File: config.mk
export PLATFORM = sky130hd
export DESIGN_NAME = spt_div_cell
export DESIGN_NICKNAME = d
export VERILOG_FILES = /design/src/design/spt_pkg.sv /design/src/design/spt_div_cell.sv
export SDC_FILE = /design/constraint.sdc
export NUM_CORES = 1
export LEC_CHECK = 0
export BUFFER_PORTS_ARGS = -buffer_cell sky130_fd_sc_hd__buf_2
export CAP_MARGIN = 10
export CORE_MARGIN = 3
export CORE_UTILIZATION = 51
export CTS_BUF_LIST = sky130_fd_sc_hd__clkbuf_8
export DETAILED_ROUTE_END_ITERATION = 8
export HOLD_SLACK_MARGIN = 0.1
export PLACE_DENSITY = 0.88
export REMOVE_ABC_BUFFERS = 1
export SLEW_MARGIN = 0
export SYNTH_ARGS = -nofsm -noshare
export SYNTH_HDL_FRONTEND = slang
export SYNTH_SLANG_ARGS = --single-unit
File: constraint.sdc
create_clock -name clk_i -period 1.4 [get_ports clk_i]
set_clock_uncertainty 0.2 [all_clocks]
set_input_delay 0.07 -clock clk_i [delete_from_list [all_inputs] [get_ports clk_i]]
set_output_delay 0.07 -clock clk_i [all_outputs]
set_load 0.01 [all_outputs]
File: src/design/spt_pkg.sv
`default_nettype none
// ----------------------------------------------------------------------------
// spt_pkg
// Shared types, constants, rounding and saturation helpers of the sine pose trajectory.
// ----------------------------------------------------------------------------
package spt_pkg;

  localparam int unsigned RAMP_TICKS_DEF = 1500;
  localparam int unsigned FRAC_BITS_DEF  = 20;

  localparam int unsigned TICK_W    = 24;
  localparam int unsigned NUM_W     = TICK_W + 1;
  localparam int unsigned PHASE_W   = 32;
  localparam int unsigned OUT_W     = 24;
  localparam int unsigned LEFT_W    = 25;
  localparam int unsigned AMP_W     = 23;
  localparam int unsigned PER_W     = 16;
  localparam int unsigned HOLD_W    = 24;
  localparam int unsigned CFG_IDX_W = 3;
  localparam int unsigned CFG_DAT_W = 24;

  // latency of one sine/cosine unit
  localparam int unsigned SC_LAT = 19;

  localparam logic [30:0] Q30_ONE      = 31'h4000_0000;
  localparam logic [31:0] PI_Q30       = 32'd3373259426;
  localparam logic [37:0] TURN_PER_RAD = 38'd174992710548;

  localparam logic [PER_W-1:0] PERIOD_RST = 16'd1000;

  typedef enum logic [CFG_IDX_W-1:0] {
    CFG_AXIS   = 3'd0,
    CFG_AMP    = 3'd1,
    CFG_RADIUS = 3'd2,
    CFG_PERIOD = 3'd3,
    CFG_HOLD   = 3'd4
  } spt_cfg_e;

  typedef enum logic [1:0] {
    AXIS_NONE = 2'd0,
    AXIS_Y    = 2'd1,
    AXIS_ROLL = 2'd2,
    AXIS_YAW  = 2'd3
  } spt_axis_e;

  typedef struct packed {
    logic              valid;
    logic              ramp;
    logic [LEFT_W-1:0] left;
  } spt_side_t;

  // round half away from zero, Q30 product down to Q.FRAC
  function automatic logic signed [33:0] round_q30(input logic signed [63:0] v);
    logic [63:0] mag;
    logic [63:0] rnd;
    logic [33:0] m34;
    mag = v[63] ? (64'd0 - 64'(v)) : 64'(v);
    rnd = (mag + 64'h2000_0000) >> 30;
    m34 = rnd[33:0];
    return v[63] ? $signed(34'd0 - m34) : $signed(m34);
  endfunction

  function automatic logic signed [OUT_W-1:0] sat24(input logic signed [33:0] v);
    if (v > 34'sd8388607) begin
      return 24'sh7F_FFFF;
    end else if (v < -34'sd8388608) begin
      return 24'sh80_0000;
    end
    return v[OUT_W-1:0];
  endfunction

endpackage
`default_nettype wire

File: src/design/spt_div_cell.sv
`default_nettype none
// ----------------------------------------------------------------------------
// spt_div_cell
// One restoring division step; a row of these forms the phase divider.
// ----------------------------------------------------------------------------
module spt_div_cell #(
  parameter int unsigned DEN_W = 17,
  parameter int unsigned NUM_W = 25
) (
  input  wire logic               clk_i,
  input  wire logic               rst_ni,
  input  wire logic               en_i,
  input  wire logic               bit_i,
  input  spt_pkg::spt_side_t      side_i,
  input  wire logic [NUM_W-1:0]   num_i,
  input  wire logic [DEN_W-1:0]   den_i,
  input  wire logic [DEN_W-1:0]   rem_i,
  input  wire logic [31:0]        quo_i,
  output spt_pkg::spt_side_t      side_o,
  output logic      [NUM_W-1:0]   num_o,
  output logic      [DEN_W-1:0]   den_o,
  output logic      [DEN_W-1:0]   rem_o,
  output logic      [31:0]        quo_o
);
  import spt_pkg::*;

  logic [DEN_W:0]   trial;
  logic [DEN_W:0]   diff;
  logic             fits;
  logic [DEN_W-1:0] rem_d;

  always_comb begin
    trial = {rem_i, bit_i};
    diff  = trial - {1'b0, den_i};
    fits  = trial >= {1'b0, den_i};
    rem_d = fits ? diff[DEN_W-1:0] : trial[DEN_W-1:0];
  end

  always_ff @(posedge clk_i or negedge rst_ni) begin
    if (!rst_ni) begin
      side_o <= '0;
    end else if (en_i) begin
      side_o <= side_i;
    end
  end

  // integer quotient bits fall off the top, the fraction stays
  always_ff @(posedge clk_i) begin
    if (en_i) begin
      num_o <= num_i;
      den_o <= den_i;
      rem_o <= rem_d;
      quo_o <= {quo_i[30:0], fits};
    end
  end

endmodule
`default_nettype wire

==> flow_summary_export.csv, run 1 <==
group,metric,value,unit
timing,whs,-0.162,ns
place,dpl_cell_area,6680,um2
worst_setup_path,crit_type,"primary input to flip-flop",
final_layout,finish.instance_area,8650,um2
die,ioPinCount,240,
timing,finalCriticalPeriod,2.09,ns
yosys,synth-seq-cells,118,
place,dp_slack,-1.07,ns
die,start_util,0.528,
drt,drcViolationCount,0,
die,dieWidth,104,um
clock_network,path_clk_slew,0.09,ns
yosys,synth.most_common_cell,"edfxtp_1",
final_layout,area_growth,76.3,%
yosys,synth.distinct_cells,49,
die,dieArea,10800,um2
yosys,yosys.area.top_type,"edfxtp_1",
place,hpwl,10200,um
place,dp.cells,718,
status,failed_checks,"hold timing, setup timing",
timing,setup_viol,18,
global_routing,grt_antenna_before_repair,2,
yosys,ys_top_cells_by_area,"edfxtp_1 56%, dfrtp_1 14%, mux2_2 6.2%, ha_1 4.3%, mux2_4 3.1%",
yosys,netlist_area,4910,um2
drt,num_vias,5469,
clock_network,clkSinkCount,118,
drt,wl,26800,um
global_routing,use_met1,0.436,
worst_hold_path,hold_path_class,"primary input to flip-flop",
die,core,9280,um2
clock_network,cts_tree,"yes",
timing,rsz0062_at_grt,"yes",
yosys,ys_async_sr_fraction,0.229,
timing,min_period_over_period,1.49,
final_layout,final_cells,885,
worst_setup_path,critical_path.startpoint_type,"primary input",
yosys,ys.flop_type,"edfxtp_1",
clock_network,clk_path_buf_depth,2,
yosys,ys_warn_count,0,
global_routing,grt_use_met3,0.102,
worst_setup_path,crit_arrival,2.10,ns
timing,slew_headroom,0.664,
clock_network,h-tree-depth,4,
drt,drtAntennaViolNets,0,
clock_network,cts_made_buffers,17,
global_routing,grt_max_degree,45,
run,maxCapViolCount,0,
global_routing,busiest_layer,"met2",
power_and_ir_drop,leakage,3.89,nW
drt,vias_per_cell,6.18,
worst_setup_path,cp.required,1.41,ns
yosys,syn_area_per_cell,16.4,um2
timing,fmax,478,MHz
power_and_ir_drop,design_power_total,10.3,mW
global_routing,grt.met2_usage,0.722,
yosys,synthCells,300,
timing,setup_ws,-0.690,ns
worst_setup_path,r2r_setup_slack,0.31,ns
timing,timing_hold_violations_final,1,
final_layout,post-route-util,0.932,
status,status,"complete, but fails checks",
yosys,ys_seq_area_frac,0.695,
drt,drt-wirelength-per-cell,30.3,um
global_routing,grt-ovfl-total,0,
timing,final_max_slew_viol_count,0,
yosys,synth_commonest_cells,"91 x edfxtp_1, 27 x dfrtp_1, 27 x mux2_2",
final_layout,final_nets,878,
drt,drtIter0Drc,739,
global_routing,first_global_vias,5208,
worst_setup_path,cp-end-kind,"flip-flop",
die,rows,35,
clock_network,clk_latency,0.45,ns
global_routing,grtUsageTotal,0.402,
worst_setup_path,crit_fanout,5,
place,port_buffers,238,
place,gp_congestion,0.814,
drt,drt-pass1-iter-count,7,
die,die_y,104,um
timing,worst_pin_slew,0.499,ns
global_routing,grt_pass1_wl,32500,um
yosys,synth_edf_count,91,
power_and_ir_drop,ir_drop,0.000918,V
power_and_ir_drop,powerDensity,1200,nW/um2
timing,finalSetupTns,-11.41,ns
yosys,yosysTopAreaCellShare,0.557,
clock_network,cts_root_buf,"clkbuf_8",
final_layout,drive_gt1_frac,0.553,
[sequential cells by signal, indices dropped and copies added (netlist names)]
register / flops
rem_o: 17
den_o: 17
side_o: 27
num_o: 25
quo_o: 32
[cell families after synthesis]
family | after synthesis | synth area share
AND/OR/NAND/NOR | 41 | 0.0451
AO/OA/AOI/OAI | 47 | 0.0719
adder cells (fa/ha/maj) | 18 | 0.0474
multiplexers | 38 | 0.0946
XOR/XNOR | 11 | 0.0196
buffers and inverters | 27 | 0.0265
flip-flops | 118 | 0.695
[worst max-delay path, stage by stage]
cell	delay (ns)
buf_2	0.11
inv_1	0.06
ha_1	0.39
a21oi_1	0.35
o221ai_2	0.22
o21bai_4	0.21
and2_4	0.28
inv_6	0.08
mux2_4	0.31
[cell usage in the layout (no fill, tap or decap), types with 4 or more instances in the layout]
cell type / Yosys / routed
buf_4: 0 / 60
inv_6: 0 / 6
ha_4: 0 / 8
mux2_2: 27 / 27
a21oi_1: 13 / 9
mux2_4: 10 / 10
o21ai_0: 7 / 4
inv_1: 22 / 18
diode_2: 0 / 5
ha_1: 17 / 8
edfxtp_1: 91 / 91
nor2_1: 6 / 6
clkbuf_8: 0 / 17
dfrtp_1: 27 / 27
nand2_1: 9 / 8
dlygate4sd3_1: 0 / 120
inv_8: 0 / 5
xnor2_1: 8 / 8
buf_2: 0 / 234
nand3_1: 7 / 7
[area by class of cell]
| cell class | count | area [um2] |
|---|---|---|
| Antenna cell | 5 | 12.5 |
| Clock buffer | 17 | 234 |
| Clock inverter | 15 | 184 |
| Fill cell | 302 | 633 |
| Inverter | 23 | 101 |
| Multi-Input combinational cell | 155 | 1600 |
| Sequential cell | 118 | 3410 |
| Tap cell | 129 | 161 |
| Timing Repair Buffer | 422 | 2940 |
| Timing Repair inverter | 1 | 8.76 |
[power by group]
group / leakage [nW] / internal (mW) / switching (mW)
logic: 2.48 / 1.17 / 1.28
clock network: 0.208 / 1.67 / 1.89
registers: 1.21 / 4.16 / 0.178
[per-layer routing]
| metal | share of wire | wire, um |
|---|---|---|
| met1 | 0.30 | 7950 |
| met5 | 0 | 0 |
| met3 | 0.12 | 3260 |
| met2 | 0.47 | 12700 |
| met4 | 0.11 | 2890 |
[path summary, 6_finish.rpt]
path                                             start                      to  depth (start not counted)
worst max register to register  side_o[13]$_DFFE_PN0P_  side_o[13]$_DFFE_PN0P_                          1
worst min register to register   side_o[6]$_DFFE_PN0P_   side_o[6]$_DFFE_PN0P_                          1
worst min-delay path                          rem_i[3]      rem_o[4]$_DFFE_PP_                          2
worst max-delay path                         den_i[13]     rem_o[10]$_DFFE_PP_                          9
max in group asynchronous                       rst_ni  side_o[17]$_DFFE_PN0P_                          3
min in group asynchronous                       rst_ni   side_o[9]$_DFFE_PN0P_                          3
[timing repair]
item,in CTS,in global routing
gates resized for setup,16,37
hold endpoints to repair,202,3
gates cloned,1,0
setup buffers,2,8
hold buffers,119,1
pin swaps,6,8
endpoints found under the setup margin,18,45
Power figures use the tool's default switching activity.
==> inputs of run 2 (changes only) <==
--- a/config.mk
+++ b/config.mk
@@ -11,7 +11,6 @@
 export CORE_UTILIZATION = 51
 export CTS_BUF_LIST = sky130_fd_sc_hd__clkbuf_8
 export DETAILED_ROUTE_END_ITERATION = 8
-export HOLD_SLACK_MARGIN = 0.1
 export PLACE_DENSITY = 0.88
 export REMOVE_ABC_BUFFERS = 1
 export SLEW_MARGIN = 0
==> run 2 against run 1 <==
The flow still finishes with violations (hold timing, setup timing). Sequential power hardly changed. Clock-buffer cell count did not move. Largest power group unchanged. Core utilization up 0.32 points.
==> flow_summary_export.csv, run 2 (same netlist as run 1, synthesis figures left out) <==
group,metric,value,unit
final_layout,seq_area,3410,um2
final_layout,reg_top3,"quo_o x32, side_o x27, num_o x25",
timing,slew_headroom,0.565,
final_layout,largest_reg_flops,32,
worst_hold_path,holdPathEnd,"rem_o[1]$_DFFE_PP_",
worst_hold_path,hold_depth,3,
clock_network,clk_latency,0.45,ns
timing,whs,-0.0232,ns
clock_network,path_clk_slew,0.10,ns
final_layout,area_growth,76.9,%
power_and_ir_drop,p_sw,3.48,mW
final_layout,largest_register,"quo_o",
drt,drtIter0Drc,710,
worst_setup_path,critPathMostFrequentCell,"buf_4",
worst_setup_path,cpLargestDelayFamily,"buffers and inverters",
drt,drt-pass1-iter-count,6,
global_routing,grtUsageTotal,0.423,
global_routing,grt_max_degree,45,
clock_network,cts_root_buf,"clkbuf_8",
power_and_ir_drop,leakage,3.90,nW
die,dieWidth,104,um
worst_setup_path,crit_fanout,4,
final_layout,final_nets,876,
timing,fmax,457,MHz
timing,setup_ws,-0.790,ns
clock_network,cts_tree,"yes",
power_and_ir_drop,sw_frac_of_total,0.331,
worst_setup_path,critical_path.cell_chain,"buf_2 -> inv_2 -> ha_4 -> buf_4 -> nor3_1 -> buf_4 -> o31ai_2 -> buf_4 -> a311oi_4 -> o31ai_2",
drt,num_vias,5599,
drt,drtAntennaViolNets,0,
worst_setup_path,reg2reg_depth,1,
final_layout,post-route-util,0.935,
worst_setup_path,crit_type,"primary input to flip-flop",
die,core,9280,um2
run,maxCapViolCount,0,
timing,final_max_slew_viol_count,0,
clock_network,clkSinkCount,118,
worst_setup_path,crit_arrival,2.19,ns
global_routing,grt_pass1_wl,33900,um
place,port_buffers,238,
worst_setup_path,r2r-end,"side_o[14]$_DFFE_PN0P_",
final_layout,multi_input_comb_area,1630,um2
drt,vias_per_cell,6.32,
die,rows,35,
status,failed_checks,"hold timing, setup timing",
worst_setup_path,r2r-start,"side_o[14]$_DFFE_PN0P_",
worst_setup_path,worst-path-buf-inv,5,
drt,wl,28300,um
clock_network,clk_path_buf_depth,2,
timing,finalSetupTns,-12.09,ns
worst_hold_path,hold_path_class,"primary input to flip-flop",
die,die_y,104,um
die,ioPinCount,240,
global_routing,first_global_vias,5487,
power_and_ir_drop,comb_power_share,0.241,
global_routing,grt_antenna_before_repair,3,
final_layout,final.fill_count,297,
drt,drcViolationCount,0,
status,status,"complete, but fails checks",
timing,min_period_over_period,1.56,
die,dieArea,10800,um2
power_and_ir_drop,seq_power_share,0.416,
place,gp_congestion,0.814,
power_and_ir_drop,p_int,7.01,mW
final_layout,final_cell_mix,"234 x buf_2, 121 x dlygate4sd3_1, 91 x edfxtp_1",
worst_setup_path,cp.required,1.40,ns
timing,setup_viol,19,
worst_setup_path,cp-end-kind,"flip-flop",
timing,finalCriticalPeriod,2.19,ns
drt,drt-wirelength-per-cell,31.9,um
timing,rsz0062_at_grt,"yes",
power_and_ir_drop,pwr-share-clk,0.343,
die,start_util,0.528,
power_and_ir_drop,powerDensity,1210,nW/um2
place,hpwl,10200,um
worst_setup_path,worst-path-stages,10,
timing,timing_hold_violations_final,1,
final_layout,drive_gt1_frac,0.558,
final_layout,layout_commonest_cell,"buf_2",
worst_setup_path,slowest_stage,"nor3_1",
worst_hold_path,hold_path.startpoint,"rem_i[0]",
power_and_ir_drop,ir_drop,0.000976,V
worst_setup_path,critical_path.startpoint_type,"primary input",
worst_setup_path,slowest_delay,0.52,ns
clock_network,cts_made_buffers,17,
clock_network,h-tree-depth,4,
global_routing,grt-ovfl-total,0,
timing,worst_pin_slew,0.651,ns
worst_setup_path,r2r_setup_slack,0.34,ns
==> run 2: how the worst max path moves through the flow <==
stage	from	end	slack [ns]
2_1_floorplan	bit_i	rem_o[10]$_DFFE_PP_	-0.96
3_3_place_gp	bit_i	rem_o[10]$_DFFE_PP_	-0.99
3_5_place_dp	bit_i	rem_o[6]$_DFFE_PP_	-1.07
4_1_cts	den_i[0]	rem_o[6]$_DFFE_PP_	-0.50
5_1_grt	den_i[4]	rem_o[8]$_DFFE_PP_	-0.74
6_report	den_i[5]	rem_o[11]$_DFFE_PP_	-0.79
==> run 2: layout make-up <==
cell class / count / share of cell area
diodes: 8 / 0.00231
clock buffers: 17 / 0.0270
clock inverters: 15 / 0.0212
inverters: 23 / 0.0117
multi-input cells: 155 / 0.187
flip-flops and latches: 118 / 0.393
well taps: 129 / 0.0186
repair buffers: 420 / 0.338
repair inverters: 1 / 0.00101
==> run 2: timing repair <==
action,in CTS,in global routing
setup buffers,2,5
endpoints found under the setup margin,18,44
gates cloned,1,0
endpoints found under the hold margin,202,0
pin swaps,6,11
hold buffers,121,0
gates resized for setup,16,47
==> run 2: metrics by stage <==
| stage | hold slack, ns | setup WS, ns | instances | power [mW] | area, um2 |
|---|---|---|---|---|---|
| after detailed placement | -0.0992 | -1.07 | 718 | 5.99 | 6680 |
| after global placement | -0.116 | -0.991 | 718 | 5.91 | 6680 |
| after global routing | -0.00348 | -0.742 | 882 | 10.6 | 8670 |
| final | -0.0232 | -0.790 | 886 | 10.5 | 8680 |
| after floorplan | -0.426 | -0.964 | 296 | 5.07 | 4870 |
| after CTS | -0.00830 | -0.498 | 874 | 9.56 | 8410 |
==> run 2: power by group through the flow <==
stage | clock, mW | combinational, mW | sequential [mW]
global placement | 0 | 1.59 | 4.32
detailed placement | 0 | 1.66 | 4.33
floorplan | 0 | 0.561 | 4.51
global route | 3.68 | 2.55 | 4.38
CTS | 3.32 | 1.98 | 4.26
finish | 3.59 | 2.53 | 4.36
==> run 2: routing by layer <==
layer	GRT usage	vias up	part of all wire
met3	0.135	302	0.13
met4	0.297	2	0.13
met5	0	-	0.00046
met2	0.737	713	0.45
li1	-	2019	-
met1	0.426	2563	0.29
